<file path="src/design/gpioprb_pkg.sv">
// Package for the GPIO port register block: item kinds, register offsets,
// configuration indexes and stream layout constants. No dependencies.

package gpioprb_pkg;

    localparam int PIN_COUNT_DEFAULT = 16;

    typedef enum logic [1:0] {
        KIND_READ       = 2'd0,
        KIND_WRITE      = 2'd1,
        KIND_SET_PIN    = 2'd2,
        KIND_SOFT_RESET = 2'd3
    } item_kind_t;

    localparam logic [1:0] CFG_MODE_RESET  = 2'd0;
    localparam logic [1:0] CFG_SPEED_RESET = 2'd1;
    localparam logic [1:0] CFG_PULL_RESET  = 2'd2;
    localparam logic [1:0] CFG_NOTIFY_EN   = 2'd3;

    localparam logic [9:0] OFS_MODE     = 10'h000;
    localparam logic [9:0] OFS_TYPE     = 10'h004;
    localparam logic [9:0] OFS_SPEED    = 10'h008;
    localparam logic [9:0] OFS_PULL     = 10'h00C;
    localparam logic [9:0] OFS_IDR      = 10'h010;
    localparam logic [9:0] OFS_ODR      = 10'h014;
    localparam logic [9:0] OFS_BSRR     = 10'h018;
    localparam logic [9:0] OFS_LOCK     = 10'h01C;
    localparam logic [9:0] OFS_AF_LOW   = 10'h020;
    localparam logic [9:0] OFS_AF_HIGH  = 10'h024;

    localparam int IN_DATA_W  = 48;
    localparam int OUT_DATA_W = 56;

endpackage

</file>
<file path="src/design/gpio_port_register_block_unit.sv">
// GPIO port register block, top level: input beat register, register file,
// set/reset logic and a result stage that drains pin-change events.
// Depends on gpioprb_pkg.
//
// An accepted beat passes the input beat register, then the result stage.
// Throughput: one item per cycle while the result stage is free; a write that
// changes k output pins with notify enabled gives k results, one per ready cycle.
// Reset (rst_n low, async): config cleared, registers at reset values,
// input data all ones within the pin mask, both stages empty.

module gpio_port_register_block_unit
    import gpioprb_pkg::*;
#(
    parameter int PIN_COUNT = PIN_COUNT_DEFAULT
)
(
    input  logic                  clk,
    input  logic                  rst_n,

    input  logic                  cfg_we,
    input  logic [1:0]            cfg_index,
    input  logic [31:0]           cfg_wdata,

    input  logic                  s_axis_tvalid,
    output logic                  s_axis_tready,
    // offset[9:0], write_data[41:10], pin_index[45:42], pin_level[46], zero[47]
    input  logic [IN_DATA_W-1:0]  s_axis_tdata,
    // mode[1:0]
    input  logic [1:0]            s_axis_tuser,

    output logic                  m_axis_tvalid,
    input  logic                  m_axis_tready,
    // read_data[31:0], output_pins[47:32], event_pin[51:48], event_level[52],
    // zero[55:53]
    output logic [OUT_DATA_W-1:0] m_axis_tdata,
    // has_event[0]
    output logic                  m_axis_tuser,
    output logic                  m_axis_tlast
);

    localparam logic [15:0] PinMask = 16'((32'd1 << PIN_COUNT) - 32'd1);

    // configuration
    logic [31:0] mode_reset_value_reg;
    logic [31:0] speed_reset_value_reg;
    logic [31:0] pull_reset_value_reg;
    logic        notify_enable_reg;

    // port registers
    logic [31:0] pin_mode_reg,      pin_mode_next;
    logic [31:0] output_type_reg,   output_type_next;
    logic [31:0] output_speed_reg,  output_speed_next;
    logic [31:0] pull_reg,          pull_next;
    logic [15:0] input_data_reg,    input_data_next;
    logic [15:0] output_data_reg,   output_data_next;
    logic [31:0] lock_reg,          lock_next;
    logic [31:0] alt_func_low_reg,  alt_func_low_next;
    logic [31:0] alt_func_high_reg, alt_func_high_next;

    // input stage
    logic        in_valid_reg;
    item_kind_t  in_kind_reg;
    logic [9:0]  in_offset_reg;
    logic [31:0] in_wdata_reg;
    logic [3:0]  in_pin_reg;
    logic        in_level_reg;

    // result stage
    logic                 out_valid_reg;
    logic                 out_event_reg;
    logic [PIN_COUNT-1:0] out_pend_reg;
    logic [31:0]          out_rdata_reg;
    logic [15:0]          out_pins_reg;

    logic                 out_free;
    logic                 out_load;
    logic                 out_last;
    logic                 out_take;
    logic [PIN_COUNT-1:0] pend_low;
    logic [3:0]           ev_pin;
    logic                 ev_level;

    logic [31:0]          rdata_calc;
    logic [PIN_COUNT-1:0] changed;
    logic                 is_event;
    logic [15:0]          bsrr_set;
    logic [15:0]          bsrr_clr;

    assign out_take      = out_valid_reg && m_axis_tready;
    assign out_free      = !out_valid_reg || (out_take && out_last);
    assign out_load      = in_valid_reg && out_free;
    assign s_axis_tready = !in_valid_reg || out_load;

    always_ff @(posedge clk or negedge rst_n)
    begin
        if (!rst_n)
        begin
            mode_reset_value_reg  <= '0;
            speed_reset_value_reg <= '0;
            pull_reset_value_reg  <= '0;
            notify_enable_reg     <= 1'b0;
        end
        else if (cfg_we)
        begin
            unique case (cfg_index)
                CFG_MODE_RESET:  mode_reset_value_reg  <= cfg_wdata;
                CFG_SPEED_RESET: speed_reset_value_reg <= cfg_wdata;
                CFG_PULL_RESET:  pull_reset_value_reg  <= cfg_wdata;
                CFG_NOTIFY_EN:   notify_enable_reg     <= cfg_wdata[0];
            endcase
        end
    end

    always_ff @(posedge clk or negedge rst_n)
    begin
        if (!rst_n)
        begin
            in_valid_reg <= 1'b0;
        end
        else if (s_axis_tready)
        begin
            in_valid_reg <= s_axis_tvalid;
        end
    end

    always_ff @(posedge clk)
    begin
        if (s_axis_tvalid && s_axis_tready)
        begin
            in_kind_reg   <= item_kind_t'(s_axis_tuser);
            in_offset_reg <= s_axis_tdata[9:0];
            in_wdata_reg  <= s_axis_tdata[41:10];
            in_pin_reg    <= s_axis_tdata[45:42];
            in_level_reg  <= s_axis_tdata[46];
        end
    end

    always_comb
    begin
        case (in_offset_reg)
            OFS_MODE:    rdata_calc = pin_mode_reg;
            OFS_TYPE:    rdata_calc = output_type_reg;
            OFS_SPEED:   rdata_calc = output_speed_reg;
            OFS_PULL:    rdata_calc = pull_reg;
            OFS_IDR:     rdata_calc = {16'h0000, input_data_reg};
            OFS_ODR:     rdata_calc = {16'h0000, output_data_reg};
            OFS_LOCK:    rdata_calc = lock_reg;
            OFS_AF_LOW:  rdata_calc = alt_func_low_reg;
            OFS_AF_HIGH: rdata_calc = alt_func_high_reg;
            default:     rdata_calc = '0;
        endcase
    end

    assign bsrr_set = in_wdata_reg[15:0];
    assign bsrr_clr = in_wdata_reg[31:16];

    always_comb
    begin
        pin_mode_next      = pin_mode_reg;
        output_type_next   = output_type_reg;
        output_speed_next  = output_speed_reg;
        pull_next          = pull_reg;
        input_data_next    = input_data_reg;
        output_data_next   = output_data_reg;
        lock_next          = lock_reg;
        alt_func_low_next  = alt_func_low_reg;
        alt_func_high_next = alt_func_high_reg;
        unique case (in_kind_reg)
            KIND_READ:
            begin
            end
            KIND_WRITE:
            begin
                case (in_offset_reg)
                    OFS_MODE:    pin_mode_next      = in_wdata_reg;
                    OFS_TYPE:    output_type_next   = in_wdata_reg;
                    OFS_SPEED:   output_speed_next  = in_wdata_reg;
                    OFS_PULL:    pull_next          = in_wdata_reg;
                    OFS_ODR:     output_data_next   = in_wdata_reg[15:0] & PinMask;
                    OFS_BSRR:    output_data_next   =
                                     ((output_data_reg | bsrr_set) & ~bsrr_clr) & PinMask;
                    OFS_LOCK:    lock_next          = in_wdata_reg;
                    OFS_AF_LOW:  alt_func_low_next  = in_wdata_reg;
                    OFS_AF_HIGH: alt_func_high_next = in_wdata_reg;
                    default:
                    begin
                    end
                endcase
            end
            KIND_SET_PIN:
            begin
                if ({1'b0, in_pin_reg} < 5'(PIN_COUNT))
                begin
                    input_data_next[in_pin_reg] = in_level_reg;
                end
            end
            KIND_SOFT_RESET:
            begin
                pin_mode_next      = mode_reset_value_reg;
                output_type_next   = '0;
                output_speed_next  = speed_reset_value_reg;
                pull_next          = pull_reset_value_reg;
                input_data_next    = PinMask;
                output_data_next   = '0;
                lock_next          = '0;
                alt_func_low_next  = '0;
                alt_func_high_next = '0;
            end
        endcase
    end

    assign changed  = PIN_COUNT'((output_data_reg ^ output_data_next) & PinMask);
    assign is_event = (in_kind_reg == KIND_WRITE) && notify_enable_reg && (changed != '0);

    always_ff @(posedge clk or negedge rst_n)
    begin
        if (!rst_n)
        begin
            pin_mode_reg      <= '0;
            output_type_reg   <= '0;
            output_speed_reg  <= '0;
            pull_reg          <= '0;
            input_data_reg    <= PinMask;
            output_data_reg   <= '0;
            lock_reg          <= '0;
            alt_func_low_reg  <= '0;
            alt_func_high_reg <= '0;
        end
        else if (out_load)
        begin
            pin_mode_reg      <= pin_mode_next;
            output_type_reg   <= output_type_next;
            output_speed_reg  <= output_speed_next;
            pull_reg          <= pull_next;
            input_data_reg    <= input_data_next;
            output_data_reg   <= output_data_next;
            lock_reg          <= lock_next;
            alt_func_low_reg  <= alt_func_low_next;
            alt_func_high_reg <= alt_func_high_next;
        end
    end

    // lowest pending pin goes out first
    assign pend_low = out_pend_reg & (~out_pend_reg + 1'b1);

    always_comb
    begin
        ev_pin = '0;
        for (int i = 0; i < PIN_COUNT; i++)
        begin
            if (pend_low[i])
            begin
                ev_pin = ev_pin | 4'(i);
            end
        end
    end

    assign ev_level = out_pins_reg[ev_pin];
    assign out_last = !out_event_reg || ((out_pend_reg & ~pend_low) == '0);

    always_ff @(posedge clk or negedge rst_n)
    begin
        if (!rst_n)
        begin
            out_valid_reg <= 1'b0;
            out_event_reg <= 1'b0;
            out_pend_reg  <= '0;
        end
        else if (out_load)
        begin
            out_valid_reg <= 1'b1;
            out_event_reg <= is_event;
            out_pend_reg  <= is_event ? changed : '0;
        end
        else if (out_take)
        begin
            if (out_last)
            begin
                out_valid_reg <= 1'b0;
            end
            out_pend_reg <= out_pend_reg & ~pend_low;
        end
    end

    always_ff @(posedge clk)
    begin
        if (out_load)
        begin
            out_rdata_reg <= (in_kind_reg == KIND_READ) ? rdata_calc : '0;
            out_pins_reg  <= output_data_next;
        end
    end

    assign m_axis_tvalid = out_valid_reg;
    assign m_axis_tuser  = out_event_reg;
    assign m_axis_tlast  = out_last;
    assign m_axis_tdata  = {3'b000,
                            ev_level & out_event_reg,
                            out_event_reg ? ev_pin : 4'h0,
                            out_pins_reg,
                            out_rdata_reg};

endmodule

</file>
<file path="config.mk">
export PLATFORM = sky130hd
export DESIGN_NAME = gpio_port_register_block_unit
export DESIGN_NICKNAME = d
export VERILOG_FILES = /design/src/design/gpioprb_pkg.sv /design/src/design/gpio_port_register_block_unit.sv
export SDC_FILE = /design/constraint.sdc
export NUM_CORES = 1
export LEC_CHECK = 0
export ABC_CLOCK_PERIOD_IN_PS = 3790
export BUFFER_PORTS_ARGS = -buffer_cell sky130_fd_sc_hd__buf_2
export CORE_MARGIN = 1.5
export CORE_UTILIZATION = 57
export CTS_BUF_LIST = sky130_fd_sc_hd__clkbuf_4 sky130_fd_sc_hd__clkbuf_8
export DETAILED_ROUTE_END_ITERATION = 6
export PLACE_DENSITY = 0.79
export SLEW_MARGIN = 20
export SYNTH_ARGS = -nofsm -noshare
export SYNTH_HDL_FRONTEND = slang
export SYNTH_SLANG_ARGS = --single-unit
export TNS_END_PERCENT = 50
</file>
<file path="constraint.sdc">
create_clock -name clk -period 3.79 [get_ports clk]
set_input_delay 0.379 -clock clk [delete_from_list [all_inputs] [get_ports clk]]
set_output_delay 0.379 -clock clk [all_outputs]
set_load 0.05 [all_outputs]
</file>
# --- Word level (Yosys, flattened, before mapping) ---
# Cells that the tools add are included.
totals:
  reg_bits: 469
  in_bits: 89
  output_inout_bits: 60
  elab_cells: 139
op_classes:
  bitwise_logic: 9
  n_eq_ne: 22
  addsub: 1
  n_lt_le_gt_ge: 3
  mux: 45
  reduce_logical: 35
ops:
  columns: ["op", "n"]
  rows:
  - ["one-hot mux 32 bit (2 select lines)", 7]
  - ["one-hot mux 32 bit (9 select lines)", 1]
  - ["2-to-1 mux 32 bit", 7]
  - ["one-hot mux 16 bit (2 select lines)", 3]
  - ["bitwise AND 16 bit", 3]
  - ["2-to-1 mux 16 bit", 3]
  - ["NOT 16 bit", 3]
  - ["== test 10 x 5 -> 1 bit, second input constant", 4]
  - ["2-to-1 mux 4 bit", 9]
  - ["AND reduction 3 bit", 7]
  - ["== test 10 x 4 -> 1 bit, second input constant", 2]
  - ["== test 10 x 6 -> 1 bit, second input constant", 2]
  - ["adder 16 x 1 -> 16 bit, second input constant", 1]
  - ["bitwise mux 16 bit", 1]
  - ["logical NOT 16 bit", 1]
  - ["OR 16 bit", 1]
  - ["nonzero test 16 bit", 1]
  - ["XOR 16 bit", 1]
  - ["!= test 2 x 1 -> 1 bit, second input constant", 7]
  - ["2-to-1 mux 3 bit", 4]
  - ["AND reduction 2 bit", 6]
  - ["== test 10 x 3 -> 1 bit, second input constant", 1]
  - ["logical NOT 10 bit", 1]
  - ["less-than comparator 4 x 5 -> 1 bit, second input constant", 2]
  - ["other kinds (13)", 37]

# --- Depth between registers and ports, before layout ---
# Gate-level depths: netlist of the first run.
depth:
  ltp_word: 21
  mapped_depth: 12

# --- Worst setup path before layout of the first run ---
# Ideal clock, no wire load.
synth_path:
  kind: "register to register"
  startpoint: "register out_pend_reg[8]"
  endpoint: "register in_kind_reg[0] (enable)"
  t_arrival_ns: 4.886
  stages_incl_launch_ff: 9
  setup_slack_ns: -1.507
  cell_sequence: "dfrtp_1 clkbuf_1 or4_1 nor4_2 o2111ai_1 o31ai_1 a21oi_1 nand2_1 and2_1"
synth_between:
  elab_chain_cells: 12
synth_lines:
  columns: ["element", "line", "source"]
  rows:
  - ["start, declared", "gpio_port_register_block_unit.sv:71", "logic [PIN_COUNT-1:0] out_pend_reg;"]
  - ["start signal, assigned", "gpio_port_register_block_unit.sv:273", "out_pend_reg <= is_event ? changed : '0;"]
  - ["start signal, assigned", "gpio_port_register_block_unit.sv:281", "out_pend_reg <= out_pend_reg & ~pend_low;"]
  - ["NOT 16 bit", "gpio_port_register_block_unit.sv:244", "assign pend_low = out_pend_reg & (~out_pend_reg + 1'b1);"]
  - ["adder 16 x 1 -> 16 bit", "gpio_port_register_block_unit.sv:244", null]
  - ["bitwise AND 16 bit", "gpio_port_register_block_unit.sv:244", null]
  - ["NOT 16 bit", "gpio_port_register_block_unit.sv:259", "assign out_last = !out_event_reg || ((out_pend_reg & ~pend_low) == '0);"]
  - ["bitwise AND 16 bit (*)", "gpio_port_register_block_unit.sv:259", null]
  - ["logical NOT 16 bit (*)", "gpio_port_register_block_unit.sv:259", null]
  - ["logical OR 1 bit (*)", "gpio_port_register_block_unit.sv:259", null]
  - ["via m_axis_tlast", "gpio_port_register_block_unit.sv:38", "output logic m_axis_tlast"]
  - ["logical AND 1 bit (*)", "gpio_port_register_block_unit.sv:90", "assign out_free = !out_valid_reg || (out_take && out_last);"]
  - ["logical OR 1 bit (*)", "gpio_port_register_block_unit.sv:90", null]
  - ["logical AND 1 bit (*)", "gpio_port_register_block_unit.sv:91", "assign out_load = in_valid_reg && out_free;"]
  - ["logical OR 1 bit (*)", "gpio_port_register_block_unit.sv:92", "assign s_axis_tready = !in_valid_reg || out_load;"]
  - ["via s_axis_tready", "gpio_port_register_block_unit.sv:25", "output logic s_axis_tready,"]
  - ["logical AND 1 bit (*)", "gpio_port_register_block_unit.sv:128", "if (s_axis_tvalid && s_axis_tready)"]
  - ["end signal, assigned", "gpio_port_register_block_unit.sv:130", "in_kind_reg <= item_kind_t'(s_axis_tuser);"]
  - ["end, declared", "gpio_port_register_block_unit.sv:62", "item_kind_t in_kind_reg;"]
# The timed path passes the listed nets; every way through them passes the cells marked *.
# A chain may end at the register's enable or synchronous reset.

# --- Final worst setup path of the first run ---
layout_path:
  startpoint: "register out_pend_reg[0]"
  endpoint: "output m_axis_tdata[52]"
layout_between:
  elab_chain_cells: 21
layout_lines:
  columns: ["element", "line", "source"]
  rows:
  - ["NOT 16 bit (*)", "gpio_port_register_block_unit.sv:244", null]
  - ["adder 16 x 1 -> 16 bit (*)", "gpio_port_register_block_unit.sv:244", null]
  - ["bitwise AND 16 bit (*)", "gpio_port_register_block_unit.sv:244", null]
  - ["2-to-1 mux 1 bit", "gpio_port_register_block_unit.sv:251", "if (pend_low[i])"]
  - ["2-to-1 mux 2 bit (2 in series)", "gpio_port_register_block_unit.sv:251", null]
  - ["2-to-1 mux 3 bit (4 in series)", "gpio_port_register_block_unit.sv:251", null]
  - ["2-to-1 mux 4 bit (7 in series)", "gpio_port_register_block_unit.sv:251", null]
  - ["2-to-1 mux 4 bit (*)", "gpio_port_register_block_unit.sv:251", null]
  - ["binary-select mux 1 bit (select 4 bit) (*)", "gpio_port_register_block_unit.sv:258", "assign ev_level = out_pins_reg[ev_pin];"]
  - ["2-to-1 mux 1 bit (implied by the code) (*)", "gpio_port_register_block_unit.sv:258", null]
  - ["bitwise AND 1 bit (*)", "gpio_port_register_block_unit.sv:298", "ev_level & out_event_reg,"]
  - ["end, declared", "gpio_port_register_block_unit.sv:35", "output logic [OUT_DATA_W-1:0] m_axis_tdata,"]
# Mark *: on every way between the ends. The rest lies on a longest branch, timed or not. The select of a mux whose other input is x is not followed.

==> results of run 1 <==
where the power goes:
group          switching, mW  leakage, nW  internal, mW
Sequential             0.606         5.45          6.15
Combinational           1.04         4.44         0.943
Clock                   2.03        0.907          2.78
repair_timing:
| item | in CTS | in global routing |
|---|---|---|
| setup buffers | 2 | 8 |
| gates resized for setup | 9 | 13 |
| pin swaps | 3 | 7 |
| endpoints found under the hold margin | 193 | 0 |
| hold buffers | 72 | 0 |
| setup endpoints to repair | 1 | 6 |
worst max-delay path by stage:
stage | from | endpoint | slack, ns
2_1_floorplan | out_pend_reg[8]$_DFFE_PN0P_ | m_axis_tdata[52] | -0.11
3_3_place_gp | out_pend_reg[0]$_DFFE_PN0P_ | out_rdata_reg[23]$_SDFFCE_PP0P_ | 0.20
5_1_grt | out_pend_reg[0]$_DFFE_PN0P_ | m_axis_tdata[52] | -0.04
6_report | out_pend_reg[0]$_DFFE_PN0P_ | m_axis_tdata[52] | 0.07
3_5_place_dp | out_pend_reg[0]$_DFFE_PN0P_ | out_rdata_reg[23]$_SDFFCE_PP0P_ | 0.22
4_1_cts | out_pend_reg[7]$_DFFE_PN0P_ | m_axis_tdata[52] | 0.06
Yosys cell counts, drive strengths merged, types with 10 or more instances:
cell    count  area share
a31oi      23      0.0067
edfxtp     97        0.14
nor4       10      0.0035
a21oi     190       0.045
nor3       17      0.0045
and2       12      0.0035
dfrtp     356        0.42
clkbuf     72       0.013
nor2b      41       0.012
mux2i     114       0.053
a22oi      27      0.0095
inv       112       0.020
o22ai      12      0.0035
a222oi     45       0.021
nand2      93       0.016
buf        40       0.012
o21ai      43       0.010
nor2       59       0.011
a221oi     13      0.0053
dfstp      16       0.020
mux2      248        0.13
nand3      19      0.0045
layout by cell type, fill, tap and decap left out, types with 23 or more instances in the layout:
master | synthesis | layout
buf_4 | 22 | 55
clkbuf_8 | 0 | 93
nor2b_1 | 41 | 41
a31oi_1 | 23 | 23
a21oi_1 | 190 | 189
nand2_1 | 92 | 92
dlygate4sd3_1 | 0 | 72
buf_2 | 6 | 141
edfxtp_1 | 97 | 97
a222oi_1 | 45 | 45
mux2i_1 | 114 | 114
dfrtp_1 | 356 | 351
clkbuf_4 | 0 | 35
o21ai_0 | 41 | 41
a22oi_1 | 27 | 27
mux2_2 | 236 | 236
nor2_1 | 53 | 48
inv_1 | 111 | 111
final cells by class:
cell class / count / area, um2 / share of cell area
clock buffer: 128 / 1540 / 0.0606
clock inverter: 15 / 161 / 0.00634
tap: 468 / 586 / 0.0230
timing repair buffer: 286 / 2190 / 0.0862
antenna: 1 / 2.50 / 0.0000983
multi-input combinational: 1075 / 8300 / 0.326
inverter: 113 / 425 / 0.0167
sequential: 469 / 12200 / 0.481
per-stage QoR:
step,hold slack [ns],instances
4_1_cts,0.000543,2546
3_5_place_dp,0.475,2329
2_1_floorplan,0.0834,1769
3_3_place_gp,0.461,2329
6_report,0.0161,2555
5_1_grt,0.0106,2554
logic make-up (layout without fill, tap and decap cells):
group | after synthesis | after routing | synth area share
buffers and inverters | 225 | 542 | 0.0449
other | 1 | 4 | 0.000176
adders and majority gates | 1 | 1 | 0.000469
and+or+nand+nor | 293 | 293 | 0.0702
muxes | 362 | 362 | 0.184
xor gates and xnor gates | 1 | 1 | 0.000411
DFF | 469 | 469 | 0.574
AOI/OAI and AO/OA | 415 | 415 | 0.126
metal layers:
layer,vias up,track usage
li1,7000,-
met1,8135,0.434
met2,889,0.493
met3,190,0.0710
met4,2,0.178
met5,-,0.0166
==> flow_summary.json, run 1 <==
{
  "gp_congestion": 0.946,
  "place_ws_ns": 0.219,
  "core_area_mm2": 0.0367,
  "r2r_start": "out_pend_reg[0]$_DFFE_PN0P_",
  "die_h_um": 196,
  "firstDrtPassIters": 7,
  "worst_pin_slew_ns": 0.900,
  "avgSynthCellArea_um2": 12.1,
  "arrival_ns": 3.34,
  "reg2reg_slack_ns": 0.26,
  "rows": 70,
  "cp-start-kind": "flip-flop",
  "drv_slew": 0,
  "area_delta_synth_final_pct": 19.4,
  "nets": 2111,
  "cap_violations": 0,
  "cts_htree_levels": 3,
  "path_class": "reg2out",
  "status": "finished with violations",
  "met3_length_um": 6110,
  "portBuffers": 144,
  "clockBufferDepth": 3,
  "synth.distinct_cells": 73,
  "ir_worst_vdd_v": 0.000295,
  "yosys_warnings": 0,
  "cp_top_family": "simple AND/OR/NAND/NOR gates",
  "ioPinCount": 149,
  "post-route-cell-area_mm2": 0.0255,
  "via_per_inst": 6.35,
  "seq_area_frac_synth": 0.574,
  "hp-class": "in2reg",
  "num_vias": 16200,
  "crit_slowest_cell": "or4_4",
  "final_core_util": 0.694,
  "grt_start_max_net_pins": 106,
  "wl_met2_um": 28000,
  "hold_start": "cfg_wdata[6]",
  "synth.cell_area_mm2": 0.0213,
  "p_leak_nw": 10.8,
  "grt_antenna_before_repair": 1,
  "finalHoldViolCount": 0,
  "total_power_mw": 13.5,
  "r2r_cells": 9,
  "failed_checks": "design-rule violations",
  "die_area_mm2": 0.0386,
  "avgRoutedWirePerCell_um": 24.1,
  "wl_met1_um": 24300,
  "crit_buf_inv": 3,
  "numCtsBuffers": 77,
  "netlist_instances": 1767,
  "start_util": 0.581,
  "end_kind": "primary output",
  "worst_slack_ns": 0.0723,
  "hpwl_um": 38700,
  "period_needed_ns": 3.72,
  "setup_viol": 0,
  "overflow": 0,
  "crit_path_cell_trace": "or4_4 -> buf_4 -> nor4_2 -> a32oi_1 -> o21ai_1 -> buf_4 -> a21oi_1 -> a221oi_1 -> a311oi_1 -> buf_4",
  "critPathMaxStageDelay_ns": 0.59,
  "cts_root_buf": "clkbuf_8",
  "cp_max_fo": 6,
  "hold_end": "pull_reset_value_reg[6]$_DFFE_PN0P_",
  "highest_layer": "met5",
  "grt_pass1_vias": 16300,
  "ys_seq_elements": 469,
  "track_usage": 0.324,
  "placed_cell_area_mm2": 0.0229,
  "crit_cells": 10,
  "ant_nets": 0,
  "cp.required_ns": 3.41,
  "fin_skew_ns": 0.0388,
  "hold_depth": 2,
  "clk_latency_ns": 0.65,
  "synth_edf_count": 97,
  "route.detailed.drc": 1,
  "timing.final.crit_share": 0.981,
  "clk_pin_slew_ns": 0.07,
  "powerDensity_mw_per_mm2": 532,
  "crit_top_cell": "buf_4",
  "grt_pass1_wl_um": 94600,
  "cts_tree": "done",
  "ys_async_sr_fraction": 0.793,
  "drtIter0Drc": 1961,
  "n_fill_cell": 2519,
  "cts.sinks": 469,
  "rsz0062_at_grt": "yes",
  "dieWidth_um": 196,
  "tns_ns": 0,
  "drt-total-wl_um": 61600,
  "synth-main-ff-cell": "dfrtp_1",
  "relSlewSlack": 0.399,
  "fmax_mhz": 269,
  "rr_endpoint": "out_rdata_reg[19]$_SDFFCE_PP0P_",
  "drive_gt1_frac": 0.312
}
No activity file was read; power rests on OpenSTA's default activity.
==> run 2, diff against run 1 <==
ABC_AREA = 1   (was not set)
==> flow_summary.json, run 2 <==
{
  "critPathMaxStageDelay_ns": 0.43,
  "timing.final.crit_share": 0.899,
  "gp_congestion": 0.951,
  "grt_antenna_before_repair": 1,
  "end_kind": "primary output",
  "rsz0062_at_grt": "no",
  "drtIter0Drc": 2087,
  "synthXorXnorAreaFrac": 0,
  "fmax_mhz": 294,
  "ff_latch_area_mm2": 0.0122,
  "finalHoldViolCount": 0,
  "drive_gt1_frac": 0.183,
  "ys_async_sr_fraction": 0.793,
  "cts.sinks": 469,
  "die_h_um": 201,
  "status": "complete, no violations",
  "synth_edf_count": 97,
  "post_cts_buffers": 0,
  "firstDrtPassIters": 6,
  "area_delta_synth_final_pct": 14.0,
  "synthMuxAreaShare": 0,
  "portBuffers": 144,
  "avgRoutedWirePerCell_um": 19.4,
  "drt-total-wl_um": 64400,
  "synth.distinct_cells": 44,
  "tns_ns": 0,
  "insertedDiodeCount": 0,
  "cp_max_fo": 11,
  "final_common_cell": "nand2_1",
  "route.detailed.drc": 0,
  "nets": 2830,
  "yosysMostFrequentCell": "nand2_1",
  "cts_htree_levels": 3,
  "die_area_mm2": 0.0405,
  "yosys.area_share.adder": 0,
  "cp-start-kind": "flip-flop",
  "path_class": "reg2out",
  "synth.cell_area_mm2": 0.0224,
  "synth_top_cell_by_area": "dfrtp_1",
  "synth_top_area_frac": 0.397,
  "p_leak_nw": 12.1,
  "n_fill_cell": 3047,
  "synthTopCellsByArea": "dfrtp_1 40%, nand2_1 14%, edfxtp_1 13%",
  "multi_input_area_mm2": 0.00837,
  "cts_root_buf": "clkbuf_8",
  "hpwl_um": 41900,
  "core_area_mm2": 0.0387,
  "numCtsBuffers": 77,
  "seq_area_frac_synth": 0.546,
  "hp-class": "in2reg",
  "ys_seq_elements": 469,
  "powerDensity_mw_per_mm2": 428,
  "clk_pin_slew_ns": 0.06,
  "crit_buf_inv": 2,
  "netlist_instances": 2555,
  "post-route-cell-area_mm2": 0.0256,
  "grt_pass1_vias": 18500,
  "synth_simple_gate_area_frac": 0.212,
  "clk_latency_ns": 0.65,
  "fin_skew_ns": 0.0283,
  "avgSynthCellArea_um2": 8.78,
  "ir_worst_vdd_v": 0.000182,
  "num_vias": 19100,
  "cap_violations": 0,
  "rows": 72,
  "arrival_ns": 3.03,
  "crit_slowest_cell": "dfrtp_1",
  "start_util": 0.579,
  "cp_top_family": "simple AND/OR/NAND/NOR gates",
  "grt_pass1_wl_um": 102000,
  "synth-main-ff-cell": "dfrtp_1",
  "drv_slew": 0,
  "worst_pin_slew_ns": 1.03,
  "track_usage": 0.322,
  "crit_path_cell_trace": "nor2_2 -> nand2_4 -> nor2_8 -> nand2_1 -> inv_1 -> nand3_1 -> nand2_1 -> nor2_1 -> nand2_2 -> nand2_1 -> nand3_1 -> nand3_1 -> nand2_1 -> nand2_1 -> a21oi_1 -> clkbuf_4",
  "period_needed_ns": 3.41,
  "setup_viol": 0,
  "overflow": 0,
  "dieWidth_um": 201,
  "clockBufferDepth": 3,
  "most-common-layout-cells": "816 x nand2_1, 356 x dfrtp_1, 251 x inv_1",
  "relSlewSlack": 0.311,
  "ioPinCount": 149,
  "ant_nets": 0,
  "synth_top_family_by_area": "simple AND/OR/NAND/NOR gates",
  "crit_top_cell": "nand2_1",
  "cp.required_ns": 3.41,
  "placed_cell_area_mm2": 0.0234,
  "cts_tree": "done",
  "total_power_mw": 11.0,
  "grt_start_max_net_pins": 96,
  "via_per_inst": 5.75,
  "netlist_top_cells_count": "817 x nand2_1, 356 x dfrtp_1, 252 x inv_1",
  "yosys_warnings": 0,
  "synth_compound_area_frac": 0.159
}
[run 2: cell types whose count changed after synthesis, sizes merged, moves of 45 or more]
cell and delta:
mux2i -114, a222oi -45, nor2 +84, o21ai +354, nand3 +110, inv +147, mux2 -248, a21oi -149
nand2 +732
[run 2: final cells by class]
| class | instances | area share |
|---|---|---|
| timing repair buffer | 239 | 0.0664 |
| clock buffer | 122 | 0.0578 |
| tap | 518 | 0.0253 |
| sequential | 469 | 0.479 |
| multi-input combinational | 1691 | 0.327 |
| inverter | 263 | 0.0386 |
| clock inverter | 20 | 0.00602 |
[run 2: path summary, 6_finish.rpt]
kind / end / slack, ns / startpoint / cells after the start
max reg2reg: out_pend_reg[9]$_DFFE_PN0P_ / 0.59 / in_offset_reg[4]$_DFFE_PP_ / 15
min: mode_reset_value_reg[11]$_DFFE_PN0P_ / 0.03 / cfg_wdata[11] / 3
min reg2reg: output_speed_reg[21]$_DFFE_PN0P_ / 0.48 / output_speed_reg[21]$_DFFE_PN0P_ / 2
min in group asynchronous: output_data_reg[5]$_DFFE_PN0P_ / 0.37 / rst_n / 2
max: m_axis_tdata[52] / 0.38 / out_pend_reg[0]$_DFFE_PN0P_ / 16
max in group asynchronous: pin_mode_reg[28]$_DFFE_PN0P_ / 2.34 / rst_n / 3
[run 2: cells by family after synthesis]
kind of cell           count (synthesis)
and+or+nand+nor                     1148
AOI/OAI and AO/OA                    540
DFF                                  469
buffers and inverters                397
other                                  1
[run 2: worst min-delay path, cell delays in order]
cell     delay (ns)
buf_2          0.09
inv_1          0.07
o21ai_0        0.08
[run 2: what timing repair did]
item,4_1_cts,5_1_grt
gates resized for setup,0,3
hold endpoints to repair,131,0
setup endpoints to repair,0,1
hold buffers,51,0
[run 2: through the flow]
stage,std cells,worst slack (ns),hold slack [ns],util
after floorplan,2557,0.290,0.0834,-
after global placement,3129,0.786,0.462,0.605
after detailed placement,3129,0.741,0.461,0.605
after CTS,3322,0.233,0.0136,0.660
after global routing,3322,0.00968,0.0421,0.660
final,3322,0.385,0.0317,0.660
[run 2: routing by layer]
metal  GRT usage  wire length (um)  part of all wire  vias to the layer above
li1            -                 -                 -                     8752
met1       0.447             26700              0.41                     9111
met2       0.482             28500              0.44                     1032
met3      0.0695              6300             0.098                      204
met4       0.160              2950             0.046                        2
met5           0                 9           0.00014                        -
[run 2: power breakdown]
part	switching (mW)	total, mW	internal (mW)
registers	0.136	5.49	5.35
clock network	2.09	4.71	2.62
logic	0.517	0.764	0.247
total	2.74	11.0	8.22
